==> src/sv/lmtc_pkg.sv <==
// ----------------------------------------------------------------------------
// lmtc_pkg
// Shared types and timing constants for the LCD mode timing controller.
// ----------------------------------------------------------------------------
`default_nettype none

package lmtc_pkg;

  // Display modes as reported on the result channel
  typedef enum logic [1:0] {
    MODE_HBLANK = 2'd0,
    MODE_VBLANK = 2'd1,
    MODE_OAM    = 2'd2,
    MODE_XFER   = 2'd3
  } lcd_mode_t;

  // Configuration register indexes
  typedef enum logic [1:0] {
    CFG_LCD_ENABLE   = 2'd0,
    CFG_LINE_COMPARE = 2'd1,
    CFG_STAT_IRQ_EN  = 2'd2,
    CFG_UNUSED       = 2'd3
  } cfg_index_t;

  // Bit positions in the stat interrupt enable register
  localparam int unsigned IRQ_EN_HBLANK = 0;
  localparam int unsigned IRQ_EN_VBLANK = 1;
  localparam int unsigned IRQ_EN_OAM    = 2;
  localparam int unsigned IRQ_EN_COINC  = 3;

  localparam int unsigned CNT_W  = 16;
  localparam int unsigned LINE_W = 8;

  // Mode durations in machine cycles
  localparam logic [CNT_W-1:0] OAM_CYCLES      = CNT_W'(80);
  localparam logic [CNT_W-1:0] TRANSFER_CYCLES = CNT_W'(172);
  localparam logic [CNT_W-1:0] HBLANK_CYCLES   = CNT_W'(204);
  localparam logic [CNT_W-1:0] LINE_CYCLES     = CNT_W'(456);

  // Line numbering
  localparam int unsigned        LINES_PER_FRAME   = 154;
  localparam logic [LINE_W-1:0]  LAST_LINE         = LINE_W'(LINES_PER_FRAME - 1);
  localparam logic [LINE_W-1:0]  FIRST_VBLANK_LINE = LINE_W'(144);

endpackage : lmtc_pkg

`default_nettype wire

==> src/sv/lcd_mode_timing_controller_unit.sv <==
// ----------------------------------------------------------------------------
// lcd_mode_timing_controller_unit
// LCD mode sequencer: accumulates elapsed cycles, steps through OAM search,
// pixel transfer, hblank and vblank, tracks the scanline and raises
// interrupt requests and event pulses.
// ----------------------------------------------------------------------------
//
//  channel | ports                                  | direction | handshake
//  --------+----------------------------------------+-----------+-------------
//  in      | in_cycles, in_clear_line               | sink      | valid/ready
//  out     | out_mode .. out_oam_scan_start         | source    | valid/ready
//  cfg     | cfg_index, cfg_data                    | sink      | valid/ready
//
//  One item per cycle while out is not stalled. The mode state and the result
//  register are both loaded at the edge that accepts the item.
//  in_ready is high while the result register is empty or being drained, so
//  a stall on out holds exactly one result and blocks further input.
//  cfg_ready is always high. Synchronous active-low reset puts the block in
//  vblank, line 0, counter 0, coincidence set, configuration and out_valid cleared.
// ----------------------------------------------------------------------------
`default_nettype none

module lcd_mode_timing_controller_unit (
  input  wire logic                      clk,
  input  wire logic                      rst_n,
  // input items
  input  wire logic                      in_valid,
  output logic                           in_ready,
  input  wire logic [7:0]                in_cycles,
  input  wire logic                      in_clear_line,
  // result items
  output logic                           out_valid,
  input  wire logic                      out_ready,
  output logic [1:0]                     out_mode,
  output logic [lmtc_pkg::LINE_W-1:0]    out_line,
  output logic                           out_coincidence,
  output logic                           out_vblank_request,
  output logic                           out_stat_request,
  output logic                           out_frame_done,
  output logic                           out_draw_line,
  output logic                           out_oam_scan_start,
  // configuration writes
  input  wire logic                      cfg_valid,
  output logic                           cfg_ready,
  input  wire logic [1:0]                cfg_index,
  input  wire logic [7:0]                cfg_data
);

  import lmtc_pkg::*;

  // Configuration registers
  logic              lcd_enable_r;
  logic [LINE_W-1:0] line_compare_r;
  logic [3:0]        irq_en_r;

  // Timing state
  lcd_mode_t         mode_r,  mode_nxt;
  logic [LINE_W-1:0] line_r,  line_nxt;
  logic [CNT_W-1:0]  cnt_r,   cnt_nxt;
  logic              coin_r,  coin_nxt;

  // Result register
  logic              out_valid_r;
  lcd_mode_t         o_mode_r;
  logic [LINE_W-1:0] o_line_r;
  logic              o_coin_r, o_vbl_r, o_stat_r, o_frame_r, o_draw_r, o_oams_r;

  // Step outputs
  logic vbl_nxt, stat_nxt, frame_nxt, draw_nxt, oams_nxt;

  // Intermediates
  logic              in_fire;
  logic [LINE_W-1:0] line_base, line_adv;
  logic              adv_hit, adv_stat;
  logic [CNT_W:0]    cnt_sum;
  logic [CNT_W-1:0]  cnt_sat;

  assign cfg_ready = 1'b1;
  assign in_ready  = ~out_valid_r | out_ready;
  assign in_fire   = in_valid & in_ready;

  // Line bookkeeping: optional clear, then the candidate next line
  assign line_base = in_clear_line ? '0 : line_r;
  assign line_adv  = (line_base == LAST_LINE) ? '0 : line_base + LINE_W'(1);
  assign adv_hit   = (line_adv == line_compare_r);
  assign adv_stat  = adv_hit & irq_en_r[IRQ_EN_COINC];

  // Saturating cycle accumulation
  assign cnt_sum = {1'b0, cnt_r} + {{(CNT_W-7){1'b0}}, in_cycles};
  assign cnt_sat = cnt_sum[CNT_W] ? {CNT_W{1'b1}} : cnt_sum[CNT_W-1:0];

  // Mode step: at most one advance per item
  always_comb begin
    mode_nxt  = mode_r;
    line_nxt  = line_base;
    coin_nxt  = coin_r;
    cnt_nxt   = cnt_sat;
    vbl_nxt   = 1'b0;
    stat_nxt  = 1'b0;
    frame_nxt = 1'b0;
    draw_nxt  = 1'b0;
    oams_nxt  = 1'b0;
    if (!lcd_enable_r) begin
      cnt_nxt  = '0;
      mode_nxt = MODE_HBLANK;
    end else begin
      unique case (mode_r)
        MODE_HBLANK: begin
          if (cnt_sat >= HBLANK_CYCLES) begin
            draw_nxt = 1'b1;
            cnt_nxt  = cnt_sat - HBLANK_CYCLES;
            line_nxt = line_adv;
            coin_nxt = adv_hit;
            if (line_adv == FIRST_VBLANK_LINE) begin
              mode_nxt = MODE_VBLANK;
              vbl_nxt  = 1'b1;
              stat_nxt = adv_stat | irq_en_r[IRQ_EN_VBLANK];
            end else begin
              mode_nxt = MODE_OAM;
              oams_nxt = 1'b1;
              stat_nxt = adv_stat | irq_en_r[IRQ_EN_OAM];
            end
          end
        end
        MODE_VBLANK: begin
          if (cnt_sat >= LINE_CYCLES) begin
            cnt_nxt  = cnt_sat - LINE_CYCLES;
            line_nxt = line_adv;
            coin_nxt = adv_hit;
            stat_nxt = adv_stat;
            if (line_adv == '0) begin
              frame_nxt = 1'b1;
              mode_nxt  = MODE_OAM;
              oams_nxt  = 1'b1;
              stat_nxt  = adv_stat | irq_en_r[IRQ_EN_OAM];
            end
          end
        end
        MODE_OAM: begin
          if (cnt_sat >= OAM_CYCLES) begin
            cnt_nxt  = cnt_sat - OAM_CYCLES;
            mode_nxt = MODE_XFER;
          end
        end
        MODE_XFER: begin
          if (cnt_sat >= TRANSFER_CYCLES) begin
            cnt_nxt  = cnt_sat - TRANSFER_CYCLES;
            mode_nxt = MODE_HBLANK;
            stat_nxt = irq_en_r[IRQ_EN_HBLANK];
          end
        end
        default: begin
          mode_nxt = mode_r;
        end
      endcase
    end
  end

  // Control state and configuration
  always_ff @(posedge clk) begin
    if (!rst_n) begin
      lcd_enable_r   <= 1'b0;
      line_compare_r <= '0;
      irq_en_r       <= '0;
      mode_r         <= MODE_VBLANK;
      line_r         <= '0;
      cnt_r          <= '0;
      coin_r         <= 1'b1;
      out_valid_r    <= 1'b0;
    end else begin
      if (cfg_valid && cfg_ready) begin
        unique case (cfg_index)
          CFG_LCD_ENABLE:   lcd_enable_r   <= cfg_data[0];
          CFG_LINE_COMPARE: line_compare_r <= cfg_data;
          CFG_STAT_IRQ_EN:  irq_en_r       <= cfg_data[3:0];
          default:          lcd_enable_r   <= lcd_enable_r;
        endcase
      end
      if (in_fire) begin
        mode_r <= mode_nxt;
        line_r <= line_nxt;
        cnt_r  <= cnt_nxt;
        coin_r <= coin_nxt;
      end
      out_valid_r <= in_fire | (out_valid_r & ~out_ready);
    end
  end

  // Result payload
  always_ff @(posedge clk) begin
    if (in_fire) begin
      o_mode_r  <= mode_nxt;
      o_line_r  <= line_nxt;
      o_coin_r  <= coin_nxt;
      o_vbl_r   <= vbl_nxt;
      o_stat_r  <= stat_nxt;
      o_frame_r <= frame_nxt;
      o_draw_r  <= draw_nxt;
      o_oams_r  <= oams_nxt;
    end
  end

  assign out_valid          = out_valid_r;
  assign out_mode           = o_mode_r;
  assign out_line           = o_line_r;
  assign out_coincidence    = o_coin_r;
  assign out_vblank_request = o_vbl_r;
  assign out_stat_request   = o_stat_r;
  assign out_frame_done     = o_frame_r;
  assign out_draw_line      = o_draw_r;
  assign out_oam_scan_start = o_oams_r;

endmodule : lcd_mode_timing_controller_unit

`default_nettype wire

==> config.mk <==
export PLATFORM = sky130hd
export DESIGN_NAME = lcd_mode_timing_controller_unit
export DESIGN_NICKNAME = d
export VERILOG_FILES = /design/src/sv/lmtc_pkg.sv /design/src/sv/lcd_mode_timing_controller_unit.sv
export SDC_FILE = /design/constraint.sdc
export NUM_CORES = 1
export LEC_CHECK = 0
export BUFFER_PORTS_ARGS = -buffer_cell sky130_fd_sc_hd__buf_4
export CAP_MARGIN = 20
export CORE_AREA = 2 2 99 92
export CTS_BUF_LIST = sky130_fd_sc_hd__clkbuf_4 sky130_fd_sc_hd__clkbuf_8
export CTS_CLUSTER_DIAMETER = 120
export CTS_CLUSTER_SIZE = 28
export DETAILED_ROUTE_END_ITERATION = 10
export DIE_AREA = 0 0 101 94
export MAX_ROUTING_LAYER = met4
export PLACE_DENSITY = 0.82
export SETUP_SLACK_MARGIN = 0.3
export SLEW_MARGIN = 20
export SYNTH_ARGS = -nofsm -noshare
export SYNTH_HDL_FRONTEND = slang
export SYNTH_SLANG_ARGS = --single-unit
==> constraint.sdc <==
create_clock -name clk -period 4.6 [get_ports clk]
set_input_delay 0.46 -clock clk [delete_from_list [all_inputs] [get_ports clk]]
set_output_delay 0.46 -clock clk [all_outputs]
set_load 0.01 [all_outputs]
==> run_results.csv <==
group,metric,value,unit
job,cap_violations,0,
cells_and_area,fillCellCount,692,
critical_path,slowest_delay,0.51,ns
yosys,synth.cell_area,0.00521,mm2
drt,drtAntennaViolNets,0,
critical_path,required,4.83,ns
global_route,grt_first_pass_wirelength,28400,um
clock_network,cts_buffers,9,
yosys,synth-edff-count,16,
drt,routedWlPerCell,22.7,um
critical_path,slowest_stage,"a211oi_1",
power_and_ir_drop,p_leak,2.43,nW
placement,dpl.hpwl,13300,um
drt,avgViaCountPerCell,7.11,
die,rows,32,
drt,drt_iter0_markers,874,
placement,port_buffers,41,
yosys,ys_ff_latch,57,
global_route,grt.total_usage,0.401,
critical_path,worst_setup_path_end_kind,"register",
global_route,grt.overflow.total,0,
hold_path,hold_path.class,"primary input to register",
cells_and_area,drive_above_1_share,0.170,
run_status,outcome,"complete, no violations",
clock_network,cts_root_buffer,"clkbuf_8",
timing,setup_viol,0,
global_route,grt_pass1_vias,5406,
critical_path,critPathLaunchType,"register",
drt,first_pass_iters,7,
timing,fmax,0.243,GHz
critical_path,worst-path-max-fanout,9,
timing,relSlewSlack,0.305,
die,start_util,0.620,
die,core,0.00841,mm2
power_and_ir_drop,power,1.33,mW
cells_and_area,antennaDiodeCount,0,
timing,hold_viol_final,0,
die,die_area,0.00949,mm2
clock_network,clk_path_buf_depth,2,
clock_network,insertion_delay,0.36,ns
yosys,synth_top_area_frac,0.157,
die,fp.dieW,101,um
cells_and_area,nets,739,
drt,drc,0,
yosys,syn_area_per_cell,7.98,um2
critical_path,path_delay_family,"compound AO/OA/AOI/OAI gates",
drt,num_vias,5702,
critical_path,crit_arrival,4.34,ns
yosys,syn_inst,653,
cells_and_area,final_common_cell,"nand2_1",
clock_network,path_clk_slew,0.08,ns
yosys,yosys_warnings,0,
clock_network,post_cts_buffers,0,
global_route,grt_max_degree,34,
die,fp.dieH,94,um
timing,period_share,0.894,
timing,slew_viol_final,0,
timing,worst_pin_slew,1.04,ns
drt,wirelength,18200,um
yosys,synthTopCellsByArea,"dfxtp_1, edfxtp_1, nand2_1",
placement,place.gp.congestion,1.07,
yosys,synth_flop_cell,"dfxtp_1",
die,io_pins,43,
global_route,antenna_found_initial,0,
critical_path,crit_type,"register to register",
critical_path,cp_num_buf_inv,2,
power_and_ir_drop,ir_drop,0.172,mV
clock_network,cts_tree,"done",
cells_and_area,layout_common_cells,"nand2_1, buf_4, nor2_1",
yosys,syn_nets,697,
timing,finalSetupTns,0,ns
clock_network,ctsHtreeMaxLevel,3,
cells_and_area,areaGrowthSynthToFinish,13.1,%
yosys,yosysSeqAreaShare,0.250,
yosys,async_reset_ff_frac,0,
clock_network,cts_sinks,57,
timing,fin_crit,4.11,ns
power_and_ir_drop,power_density,226,mW/mm2
yosys,yosysTopAreaCell,"dfxtp_1",
yosys,ys_types,79,
timing,rsz0062_at_grt,"no",
critical_path,worstPathCellList,"ha_1 -> nand2_1 -> a211oi_1 -> buf_4 -> and3_2 -> nor2_1 -> inv_1 -> ha_1 -> a21boi_0 -> a21o_2 -> nand4_1 -> o311ai_4 -> nor2_2 -> mux2i_1 -> nand2_1",
timing,clock-skew-final,0.0121,ns
==> path summary, 6_finish.rpt <==
check	end	cells after the start	slack (ns)	from
min reg2reg	cnt_r[4]	2	0.48	cnt_r[4]
min	out_valid	3	0.37	in_valid
max	coin_r	15	0.49	cnt_r[7]
max reg2reg	coin_r	15	0.49	cnt_r[7]
==> logic make-up (layout without fill, tap and decap cells) <==
kind of cell / Yosys count / after routing / synth area share
AO/OA/AOI/OAI: 197 / 197 / 0.273
AND/OR/NAND/NOR: 262 / 262 / 0.268
other: 1 / 1 / 0.000719
buffers and inverters: 52 / 99 / 0.0442
adder cells (fa/ha/maj): 20 / 20 / 0.0494
XOR/XNOR: 38 / 38 / 0.0639
multiplexers: 26 / 26 / 0.0509
flip-flops: 57 / 57 / 0.250
==> layer usage <==
| metal | share of wire | track usage |
|---|---|---|
| met5 | 0 | - |
| met3 | 0.13 | 0.125 |
| met2 | 0.43 | 0.563 |
| met4 | 0.034 | 0.152 |
| met1 | 0.41 | 0.540 |
==> through the flow <==
step	setup slack [ns]	hold WS, ns	utilization	area (um2)	std cells
after floorplan	0.420	0.429	-	5210	653
after global placement	0.230	0.454	0.675	5670	786
after detailed placement	0.102	0.467	0.675	5670	786
after CTS	0.359	0.377	0.696	5850	802
after global routing	0.319	0.391	0.701	5900	802
final	0.489	0.374	0.701	5900	802
==> final cells by class <==
type | instances | area [um2] | share of cell area
multi-input combinational | 544 | 3720 | 0.632
inverter | 16 | 60.1 | 0.0102
timing repair buffer | 67 | 503 | 0.0853
clock buffer | 10 | 138 | 0.0233
tap | 102 | 128 | 0.0216
sequential | 57 | 1300 | 0.221
clock inverter | 6 | 42.5 | 0.00722
==> synthesized netlist by cell type (all sizes together) (5+ instances only) <==
master   n
a211o    6
a211oi  12
a21boi   9
a21o    10
a21oi   39
a22o     7
a22oi    8
a31oi   11
and2     7
and3    13
buf     13
clkbuf  23
dfxtp   41
edfxtp  16
ha      19
inv     16
mux2i   22
nand2   68
nand2b   8
nand3   28
nand4    7
nor2    44
nor2b   24
nor3    23
nor4     7
o211ai  13
o21a     6
o21ai   34
o22ai    5
or3     13
xnor2   25
xor2    13
==> timing repair <==
| item | in CTS | in global routing |
|---|---|---|
| hold buffers | 0 | 0 |
| gates resized for setup | 0 | 9 |
| endpoints found under the setup margin | 0 | 28 |
==> worst reg2reg max path: cells and delay by family (launching register included) <==
family | cells | cell delay, ns
muxes | 1 | 0.23
and+or+nand+nor | 6 | 1.20
DFF | 1 | 0.32
adders and majority gates | 2 | 0.69
buffers and inverters | 2 | 0.32
AOI/OAI and AO/OA | 4 | 1.21
==> power breakdown <==
| part | switching (mW) | internal [mW] |
|---|---|---|
| Sequential | 0.0135 | 0.528 |
| Combinational | 0.201 | 0.129 |
| Clock | 0.248 | 0.211 |
| Total | 0.463 | 0.868 |
==> sequential cells by signal, summed over array words and instances, names as in the netlist, 2 cells and up <==
| name | count |
|---|---|
| cnt_r | 16 |
| line_r | 8 |
| line_compare_r | 8 |
| irq_en_r | 4 |
| mode_r | 2 |
| out_line | 8 |
| out_mode | 2 |
Power figures use the tool's default switching activity.
